[config.mk]
export PLATFORM = sky130hd
export DESIGN_NAME = sorted_key_table_insert_delete
export DESIGN_NICKNAME = d
export VERILOG_FILES = /design/src/rtl/core/skt_pkg.sv /design/src/rtl/core/skt_cell.sv /design/src/rtl/core/sorted_key_table_insert_delete.sv
export SDC_FILE = /design/constraint.sdc
export NUM_CORES = 2
export LEC_CHECK = 0
export BUFFER_PORTS_ARGS = -buffer_cell sky130_fd_sc_hd__buf_2
export CAP_MARGIN = 10
export CORE_UTILIZATION = 39
export CTS_CLUSTER_SIZE = 8
export DETAILED_ROUTE_END_ITERATION = 6
export PLACE_DENSITY = 0.52
export SKIP_CTS_REPAIR_TIMING = 1
export SYNTH_ARGS = -nofsm -noshare
export SYNTH_HDL_FRONTEND = slang
export SYNTH_SLANG_ARGS = --single-unit
export TNS_END_PERCENT = 50
[constraint.sdc]
create_clock -name clk_i -period 9.5 [get_ports clk_i]
set_input_delay 0.475 -clock clk_i [delete_from_list [all_inputs] [get_ports clk_i]]
set_output_delay 0.475 -clock clk_i [all_outputs]
set_load 0.1 [all_outputs]
[src/rtl/core/skt_pkg.sv]
// ----------------------------------------------------------------------------
// skt_pkg
// Shared types and codes for the sorted key table: request and response
// payloads, cell control and flag bundles, status codes and FSM states.
// ----------------------------------------------------------------------------
package skt_pkg;

  // Request action codes (code three behaves as a read)
  localparam logic [1:0] ACT_INSERT = 2'd0;
  localparam logic [1:0] ACT_DELETE = 2'd1;
  localparam logic [1:0] ACT_READ   = 2'd2;

  typedef enum logic [2:0] {
    STAT_INSERTED   = 3'd0,
    STAT_DUPLICATE  = 3'd1,
    STAT_DELETED    = 3'd2,
    STAT_NOT_FOUND  = 3'd3,
    STAT_FULL       = 3'd4,
    STAT_READ_OK    = 3'd5,
    STAT_READ_RANGE = 3'd6
  } status_e;

  // Operation broadcast to the cell row
  typedef enum logic [1:0] {
    OP_NONE   = 2'd0,
    OP_INSERT = 2'd1,
    OP_DELETE = 2'd2
  } cell_op_e;

  typedef enum logic {
    S_IDLE = 1'b0,
    S_EXEC = 1'b1
  } state_e;

  typedef struct packed {
    logic [1:0]         action;
    logic signed [31:0] key;
    logic [31:0]        payload;
    logic [3:0]         position;
  } req_t;

  typedef struct packed {
    logic [2:0]         status;
    logic signed [31:0] key_out;
    logic [31:0]        payload_out;
    logic [4:0]         entry_count;
  } rsp_t;

  // Contents of one cell as seen by its neighbors
  typedef struct packed {
    logic               valid;
    logic signed [31:0] key;
    logic [31:0]        payload;
  } entry_t;

  // Control broadcast from the sequencer to every cell
  typedef struct packed {
    logic     cmp_en;
    cell_op_e op;
  } cell_ctl_t;

  // Registered compare result of one cell
  typedef struct packed {
    logic lt;
    logic eq;
  } cell_flag_t;

endpackage

[src/rtl/core/skt_cell.sv]
// ----------------------------------------------------------------------------
// skt_cell
// One slot of the sorted row. Compares its key against the incoming request,
// then holds, loads the new entry, or takes a neighbor's entry.
// ----------------------------------------------------------------------------
module skt_cell
  import skt_pkg::*;
(
  input  logic               clk_i,
  input  logic               rst_ni,
  input  cell_ctl_t          ctl_i,
  input  logic signed [31:0] cmp_key_i,
  input  logic signed [31:0] new_key_i,
  input  logic [31:0]        new_payload_i,
  input  entry_t             left_i,
  input  entry_t             right_i,
  input  logic               left_lt_i,
  output entry_t             entry_o,
  output cell_flag_t         flag_o
);

  logic               valid_q, valid_d;
  logic signed [31:0] key_q, key_d;
  logic [31:0]        payload_q, payload_d;
  cell_flag_t         flag_q;

  // Next contents for the shift step
  always_comb begin
    valid_d   = valid_q;
    key_d     = key_q;
    payload_d = payload_q;
    case (ctl_i.op)
      OP_INSERT: begin
        if (!flag_q.lt) begin
          if (left_lt_i) begin
            // first slot not below the new key takes it
            valid_d   = 1'b1;
            key_d     = new_key_i;
            payload_d = new_payload_i;
          end else begin
            valid_d   = left_i.valid;
            key_d     = left_i.key;
            payload_d = left_i.payload;
          end
        end
      end
      OP_DELETE: begin
        if (!flag_q.lt) begin
          valid_d   = right_i.valid;
          key_d     = right_i.key;
          payload_d = right_i.payload;
        end
      end
      default: ;
    endcase
  end

  always_ff @(posedge clk_i or negedge rst_ni) begin
    if (!rst_ni) begin
      valid_q <= 1'b0;
      flag_q  <= '0;
    end else begin
      valid_q <= valid_d;
      if (ctl_i.cmp_en) begin
        flag_q.lt <= valid_q && (key_q < cmp_key_i);
        flag_q.eq <= valid_q && (key_q == cmp_key_i);
      end
    end
  end

  always_ff @(posedge clk_i) begin
    key_q     <= key_d;
    payload_q <= payload_d;
  end

  assign entry_o = '{valid: valid_q, key: key_q, payload: payload_q};
  assign flag_o  = flag_q;

endmodule

[src/rtl/core/sorted_key_table_insert_delete.sv]
// ----------------------------------------------------------------------------
// sorted_key_table_insert_delete
// Sorted key/payload table built as a row of compare-and-shift cells.
// ----------------------------------------------------------------------------
// The accept edge latches every cell's compare; the shift step that follows
// applies the row shift and registers the response. A request is taken only
// in idle, so a new one waits until the shift step is done.
// A response held by the sink stalls the shift step, not the compare.
// Reset: control, cell valid bits and occupancy clear at once; no sweep.
module sorted_key_table_insert_delete
  import skt_pkg::*;
#(
  parameter int CAPACITY = 16
) (
  input  logic clk_i,
  input  logic rst_ni,
  input  logic in_valid_i,
  output logic in_ready_o,
  input  req_t in_i,
  output logic out_valid_o,
  input  logic out_ready_i,
  output rsp_t out_o
);

  localparam int CW = $clog2(CAPACITY + 1);

  state_e        state_q, state_d;
  req_t          req_q;
  rsp_t          rsp_q, rsp_d;
  logic          out_valid_q, out_valid_d;
  logic [CW-1:0] count_q, count_d;
  logic [CW+4:0] count_ext;

  cell_ctl_t             ctl;
  cell_op_e              op;
  entry_t                entries [CAPACITY];
  cell_flag_t            flags   [CAPACITY];
  logic [CAPACITY-1:0]   lt_vec, eq_vec, valid_vec;
  logic                  accept, exec_go, hit, full;
  logic signed [31:0]    rd_key;
  logic [31:0]           rd_payload;

  assign accept  = in_valid_i && in_ready_o;
  assign exec_go = (state_q == S_EXEC) && (!out_valid_q || out_ready_i);

  // Next state
  always_comb begin
    state_d = state_q;
    case (state_q)
      S_IDLE:  if (in_valid_i) state_d = S_EXEC;
      S_EXEC:  if (exec_go)    state_d = S_IDLE;
      default: state_d = S_IDLE;
    endcase
  end

  // FSM outputs
  always_comb begin
    in_ready_o = 1'b0;
    ctl.cmp_en = 1'b0;
    ctl.op     = OP_NONE;
    case (state_q)
      S_IDLE: begin
        in_ready_o = 1'b1;
        ctl.cmp_en = in_valid_i;
      end
      S_EXEC: begin
        if (exec_go) ctl.op = op;
      end
      default: ;
    endcase
  end

  // Cell row
  for (genvar i = 0; i < CAPACITY; i++) begin : g_cell
    entry_t left_e, right_e;
    logic   left_lt;
    if (i == 0) begin : g_first
      assign left_e  = '0;
      assign left_lt = 1'b1;
    end else begin : g_mid
      assign left_e  = entries[i-1];
      assign left_lt = flags[i-1].lt;
    end
    if (i == CAPACITY - 1) begin : g_last
      assign right_e = '0;
    end else begin : g_inner
      assign right_e = entries[i+1];
    end

    skt_cell u_cell (
      .clk_i         (clk_i),
      .rst_ni        (rst_ni),
      .ctl_i         (ctl),
      .cmp_key_i     (in_i.key),
      .new_key_i     (req_q.key),
      .new_payload_i (req_q.payload),
      .left_i        (left_e),
      .right_i       (right_e),
      .left_lt_i     (left_lt),
      .entry_o       (entries[i]),
      .flag_o        (flags[i])
    );

    assign lt_vec[i]    = flags[i].lt;
    assign eq_vec[i]    = flags[i].eq;
    assign valid_vec[i] = entries[i].valid;
  end

  assign hit  = |eq_vec;
  assign full = (count_q == CW'(CAPACITY));

  // Read port: only the first sixteen slots are addressable
  always_comb begin
    rd_key     = '0;
    rd_payload = '0;
    for (int i = 0; i < CAPACITY && i < 16; i++) begin
      if (int'(req_q.position) == i) begin
        rd_key     = entries[i].key;
        rd_payload = entries[i].payload;
      end
    end
  end

  // Decide the operation and build the response
  always_comb begin
    op      = OP_NONE;
    count_d = count_q;
    rsp_d   = '0;
    case (req_q.action)
      ACT_INSERT: begin
        if (hit) begin
          rsp_d.status = STAT_DUPLICATE;
        end else if (full) begin
          rsp_d.status = STAT_FULL;
        end else begin
          op           = OP_INSERT;
          count_d      = count_q + CW'(1);
          rsp_d.status = STAT_INSERTED;
        end
      end
      ACT_DELETE: begin
        if (hit) begin
          op           = OP_DELETE;
          count_d      = count_q - CW'(1);
          rsp_d.status = STAT_DELETED;
        end else begin
          rsp_d.status = STAT_NOT_FOUND;
        end
      end
      default: begin
        if (int'(req_q.position) < int'(count_q)) begin
          rsp_d.status      = STAT_READ_OK;
          rsp_d.key_out     = rd_key;
          rsp_d.payload_out = rd_payload;
        end else begin
          rsp_d.status = STAT_READ_RANGE;
        end
      end
    endcase
    count_ext         = {5'b0, count_d};
    rsp_d.entry_count = count_ext[4:0];
  end

  // Response slot
  always_comb begin
    out_valid_d = out_valid_q;
    if (exec_go)          out_valid_d = 1'b1;
    else if (out_ready_i) out_valid_d = 1'b0;
  end

  always_ff @(posedge clk_i or negedge rst_ni) begin
    if (!rst_ni) begin
      state_q     <= S_IDLE;
      out_valid_q <= 1'b0;
      count_q     <= '0;
    end else begin
      state_q     <= state_d;
      out_valid_q <= out_valid_d;
      if (exec_go) count_q <= count_d;
    end
  end

  always_ff @(posedge clk_i) begin
    if (accept)  req_q <= in_i;
    if (exec_go) rsp_q <= rsp_d;
  end

  assign out_valid_o = out_valid_q;
  assign out_o       = rsp_q;

  // Occupancy never exceeds the row length
  a_count_bound: assert property (@(posedge clk_i) disable iff (!rst_ni)
    int'(count_q) <= CAPACITY)
    else $error("occupancy above capacity");

  // Valid cells match the occupancy count
  a_valid_count: assert property (@(posedge clk_i) disable iff (!rst_ni)
    (state_q == S_IDLE) |-> ($countones(valid_vec) == int'(count_q)))
    else $error("cell valid bits disagree with occupancy");

  // Sorted unique keys: at most one cell matches
  a_single_hit: assert property (@(posedge clk_i) disable iff (!rst_ni)
    (state_q == S_EXEC) |-> $onehot0(eq_vec))
    else $error("more than one matching cell");

  // Cells below the new key form a prefix of the row
  a_lt_prefix: assert property (@(posedge clk_i) disable iff (!rst_ni)
    (state_q == S_EXEC) |-> ((lt_vec & (lt_vec + CAPACITY'(1))) == '0))
    else $error("compare flags not a prefix");

  // A shift step always leaves a response waiting
  a_exec_rsp: assert property (@(posedge clk_i) disable iff (!rst_ni)
    exec_go |=> (out_valid_o && (state_q == S_IDLE)))
    else $error("shift step did not load a response");

endmodule

## After elaboration in Yosys (flattened, before gate mapping)

Index checks and enable logic that the tools add are counted.

| cells by class | value |
|---|---|
| bitwise operators | 2 |
| $lt $le $gt $ge | 17 |
| multiply operators | 0 |
| multiplexer cells | 242 |
| shift operators | 0 |
| reductions and logical operators | 58 |
| equal/unequal tests | 67 |
| add/subtract/negate cells | 2 |
| div/mod/pow operators | 0 |

Operator list:

| cell | number |
|---|---|
| two-way mux 32 bit | 125 |
| case mux 32 bit (2 select lines) | 32 |
| == test 32 bit | 16 |
| < comparator 32 bit | 16 |
| inequality test 2 bit, second input constant | 32 |
| two-way mux 1 bit | 56 |
| AND reduction 3 bit | 16 |
| logical AND 1 bit | 34 |
| case mux 1 bit (2 select lines) | 17 |
| == test 4 bit, second input constant | 8 |
| == test 4 x 3 -> 1 bit, second input constant | 4 |
| OR reduction 16 bit | 1 |
| two-way mux 5 bit | 3 |
| case mux 5 bit (2 select lines) | 1 |
| == test 4 x 2 -> 1 bit, second input constant | 2 |
| two-way mux 2 bit | 4 |
| two-way mux 3 bit | 2 |
| case mux 3 bit (2 select lines) | 1 |
| adder 5 x 1 -> 5 bit, second input constant | 1 |
| == test 5 bit, second input constant | 1 |
| < comparator 4 x 5 -> 1 bit | 1 |
| subtractor 5 x 1 -> 5 bit, second input constant | 1 |
| == test 2 x 1 -> 1 bit, second input constant | 2 |
| == test 4 x 1 -> 1 bit, second input constant | 1 |
| 9 further kinds | 11 |

| word-level totals | value |
|---|---|
| memory bits (read-only) | 0 |
| input port bits | 74 |
| register bits after elaboration | 1221 |
| bits in writable memories | 0 |
| word-level logic and storage cells | 479 |
| memories kept | 0 |
| latch bits | 0 |

## Logic depth before layout (Yosys ltp)

| logic depth | value |
|---|---|
| depth in word-level cells | 17 |
| mapped depth | 15 |
| depth with buffers taken out | 11 |

## Cells and area by module

Synthesis repeated with hierarchy kept, for this count alone.

| second synthesis, totals | value |
|---|---|
| cells, all modules | 8199 |
| area total of the unflattened synthesis | 81575.7 sq um |

By module, submodules not included:

| module | area an instance (sq um) | instances | seq. area each (sq um) | cells an instance |
|---|---|---|---|---|
| skt_cell at g_cell[0].u_cell ... | 4191.5 | 12 | 1996.9 | 409 |
| skt_cell at g_cell[6].u_cell ... | 4170.2 | 4 | 1996.9 | 407 |
| sorted_key_table_insert_delete | 14596.5 | 1 | 4439.3 | 1663 |

## Least setup slack after synthesis

OpenSTA, ideal clock, no wires.

| timing | value |
|---|---|
| path type | register to register |
| start | reg out_valid_q, in the netlist out_valid_o |
| end | reg g_cell[1].u_cell.valid_q |
| cell stages (with the launch flop) | 14 |
| path buffers | 3 |
| arrival | 6.273 ns |
| required time | 9.374 ns |
| path slack | 3.102 ns |
| cells stage by stage | dfrtp_1 nand2b_1 nand2_1 nor2_1 nand2_1 inv_1 ha_1 clkbuf_1 or2_2 clkbuf_1 clkbuf_1 a21oi_1 o311ai_0 o21ai_0 |

| between the ends | value |
|---|---|
| longest elaborated chain between the ends | 8 |

Ends and longest elaborated chain:

| what | line | source |
|---|---|---|
| from (decl) | sorted_key_table_insert_delete.sv:30 | `logic out_valid_q, out_valid_d;` |
| from (signal assigned) | sorted_key_table_insert_delete.sv:178 | `out_valid_q <= out_valid_d;` |
| logical NOT 1 bit * | sorted_key_table_insert_delete.sv:44 | `assign exec_go = (state_q == S_EXEC) && (!out_valid_q \|\| out_ready_i);` |
| logical OR 1 bit * | sorted_key_table_insert_delete.sv:44 |  |
| logical AND 1 bit * | sorted_key_table_insert_delete.sv:44 |  |
| two-way mux 2 bit * | sorted_key_table_insert_delete.sv:67 | `if (exec_go) ctl.op = op;` |
| two-way mux 2 bit * | sorted_key_table_insert_delete.sv:61 | `case (state_q)` |
| == test 2 bit / == test 2 x 1 -> 1 bit (equally long branches) | skt_cell.sv:32 | `case (ctl_i.op)` |
| inequality test 2 bit (no line) / nonzero test 2 bit (equally long branches) | -- |  |
| AND reduction 3 bit (no line) | -- |  |
| to (signal assigned) | skt_cell.sv:63 | `valid_q <= valid_d;` |
| to (decl) | skt_cell.sv:22 | `logic valid_q, valid_d;` |

Mark *: on every way between the ends. The rest lies on a longest branch, timed or not.
A chain may end at the register's enable or synchronous reset.

## Worst setup path in the final report

| timing | value |
|---|---|
| start | reg g_cell[2].u_cell.flag_q, in the netlist g_cell[2].u_cell.flag_o[0] |
| end | reg g_cell[11].u_cell.payload_q[7] (enable) |

| between the ends | value |
|---|---|
| longest elaborated chain between the ends | 8 |

Ends and longest elaborated chain:

| what | line | source |
|---|---|---|
| from (decl) | skt_cell.sv:25 | `cell_flag_t flag_q;` |
| OR reduction 16 bit * | sorted_key_table_insert_delete.sv:109 | `assign hit = \|eq_vec;` |
| two-way mux 1 bit / two-way mux 2 bit (equally long branches) | sorted_key_table_insert_delete.sv:131, sorted_key_table_insert_delete.sv:142 |  |
| case mux 2 bit (2 select lines) * | sorted_key_table_insert_delete.sv:129 | `case (req_q.action)` |
| two-way mux 2 bit * | sorted_key_table_insert_delete.sv:67 |  |
| two-way mux 2 bit * | sorted_key_table_insert_delete.sv:61 |  |
| == test 2 bit / == test 2 x 1 -> 1 bit (equally long branches) | skt_cell.sv:32 |  |
| inequality test 2 bit (no line) / nonzero test 2 bit (equally long branches) | -- |  |
| AND reduction 3 bit (no line) * | -- |  |
| to (signal assigned) | skt_cell.sv:73 | `payload_q <= payload_d;` |
| to (decl) | skt_cell.sv:24 | `logic [31:0] payload_q, payload_d;` |

Marked as above.

==> results.ini <==
[outcome]
outcome=completed

[floorplanning]
die_area_um2=205000
ios=148
core.rowCount=164
initial_core_util_pct=39.4
die_h_um=452
coreArea_um2=201000
die_x_um=452

[yosys]
syn_avg_cell_area_um2=10.4
synthCells=7586
synthArstFlopShare_pct=4.50
synth_nets=8179
synth_edf_count=1166
ys_warn_count=0
synth_seq_area_share_pct=46.0
netlist.area_leader.share_pct=44.3
syn_area_um2=79100
synth_cell_types=91
yosys_register_bits=1221
synth-main-ff-cell=edfxtp_1
synthTopCellsByArea=edfxtp_1, mux2i_1, ha_1, o21ai_0, nand2_1
synth_area_leader_cell=edfxtp_1
synth_common_cells=edfxtp_1, o21ai_0, nand2_1, mux2i_1, ha_1
synth_most_common_cell=edfxtp_1

[drt]
drtIter0Drc=8683
route.detailed.drc=0
vias=66100
final_antenna_net_count=0
via_per_inst=6.41
dr.pass1.iters=6
wl_um=343000
wire_per_inst_um=33.3

[cts]
cts_tree=done
clkSlewWorstSetupHoldPaths_ns=0.06
cts-root-buf=clkbuf_16
insertion_delay_ns=0.87
clk_path_buf_depth=3
cts_sinks=1221
cts_made_buffers=173
htreeDepth=4

[placed_design]
routabilityCongestion=0.989
post-place-cells=9982
dpl-instance-area_um2=82500
dp_hpwl_um=231000
io_buffers=147

[timing]
finalSetupViolations=0
rsz0062_at_grt=false
max_freq_ghz=0.180
fin_crit_sh_pct=58.5
setup_tns_ns=0
hold_viol=0
slew_headroom_pct=14.9
min_period_ns=5.56
worst_pin_slew_ns=1.27
skew_ns=0.0784
slew_viol_final=0

[global_route]
grt_usage_pct=32.7
overflow=0
grt_pass1_wl_um=480000
grt_pass1_vias=63100
grt_max_degree=217
antenna_found_initial=19

[worst_setup_path]
critPathKind=reg2reg
crit_required_ns=9.98
crit_arrival_ns=6.04
worstSetupEndpointType=flip-flop
critical_path.max_fanout=63
start_kind=flip-flop

[flow_run]
cap_violations=0

[final_layout]
final_nets=8166
syn2layout_area_growth_pct=11.6
design_area_um2=88300
fin_cells=10300
drive_above_1_share_pct=10.7
filler_cell_count=19200

[pwr]
ir_drop_mv=0.237
p_per_area_nw_per_um2=262
p_leak_nw=30.1

[hold_path]
min_path_type=in2reg

-- path summary, 6_finish.rpt --
check                                      startpoint                             end  slack [ns]  cells after the start
max in group asynchronous                      rst_ni      g_cell[8].u_cell.flag_o[1]        8.30                      3
setup / recovery           g_cell[2].u_cell.flag_o[0]  g_cell[11].u_cell.payload_q[7]        3.94                     10
min in group asynchronous                      rst_ni                     out_valid_o        0.35                      3
hold reg to reg            g_cell[6].u_cell.flag_o[0]      g_cell[6].u_cell.flag_o[0]        0.48                      1
hold / removal                               in_i[36]                       req_q[36]        0.21                      1
setup reg to reg           g_cell[2].u_cell.flag_o[0]  g_cell[11].u_cell.payload_q[7]        3.94                     10
-- cells by family (layout without fill, tap and decap cells) --
logic type | Yosys count | after routing | share of synthesized area, %
other | 0 | 11 | 0
DFF | 1221 | 1221 | 46.0
adders and majority gates | 519 | 519 | 8.21
buffers and inverters | 677 | 736 | 3.77
muxes | 1252 | 1252 | 16.4
xor gates and xnor gates | 9 | 9 | 0.0996
AOI/OAI and AO/OA | 2133 | 2133 | 15.9
and+or+nand+nor | 1775 | 1775 | 9.62
-- metrics by stage --
step | utilization (%) | hold slack (ns) | worst slack, ns | total power, mW
floorplan | - | 0.179 | 3.10 | 13.7
global placement | 41.1 | 0.467 | 4.04 | 16.8
detailed placement | 41.1 | 0.465 | 4.07 | 17.0
CTS | 43.6 | -0.264 | 4.01 | 23.0
global route | 44.0 | 0.191 | 3.78 | 23.8
finish | 44.0 | 0.206 | 3.94 | 23.1
-- where the power goes --
group | leakage, nW | total (mW) | switching, mW | internal [mW]
registers | 11.4 | 8.99 | 1.59 | 7.40
logic | 16.4 | 8.14 | 5.44 | 2.70
clock network | 2.39 | 5.99 | 2.63 | 3.37
-- flip-flops by register name (all words and copies together), names as in the netlist --
register / cells
g_cell.u_cell.payload_q: 512
out_o: 72
g_cell.u_cell.valid_q: 16
req_q: 70
count_q: 5
g_cell.u_cell.key_q: 512
g_cell.u_cell.flag_o: 32
state_q: 1
out_valid_o: 1
-- placed cells by master (no fill, tap or decap), drive strengths merged, types with 55 or more instances in the layout --
master	count
nand4	80
dlygate4sd3	72
nand3	69
mux2	171
o221ai	82
a211oi	64
o22ai	96
nor2	290
edfxtp	1166
mux2i	1060
a21oi	345
dfrtp	55
clkbuf	227
inv	81
a21o	104
buf	338
ha	519
nand2	1118
o21ai	1154
-- area by class of cell --
| cell class | count | area, um2 | area share [%] |
|---|---|---|---|
| Antenna cell | 11 | 27.5 | 0.0312 |
| Clock buffer | 227 | 4540 | 5.15 |
| Clock inverter | 20 | 450 | 0.510 |
| Inverter | 79 | 309 | 0.350 |
| Multi-Input combinational cell | 5688 | 40100 | 45.4 |
| Sequential cell | 1221 | 36400 | 41.3 |
| Tap cell | 2656 | 3320 | 3.77 |
| Timing Repair Buffer | 410 | 3090 | 3.50 |
-- routing by layer --
| layer | track usage (%) | part of all wire, % |
|---|---|---|
| met4 | 18.9 | 6.6 |
| met1 | 42.8 | 40 |
| met3 | 5.94 | 8.9 |
| met5 | 0 | 0.010 |
| met2 | 50.6 | 44 |
-- worst max-delay path, stage by stage, from the launching register on --
cell,delay (ns)
dfrtp_1,0.38
nor4_1,0.46
nand4_1,0.42
nor2_1,0.43
and3_1,0.27
inv_1,0.08
ha_4,0.38
or2_2,0.72
a21oi_4,0.80
buf_4,0.64
buf_4,0.53
(Power assumes the default switching activity.)
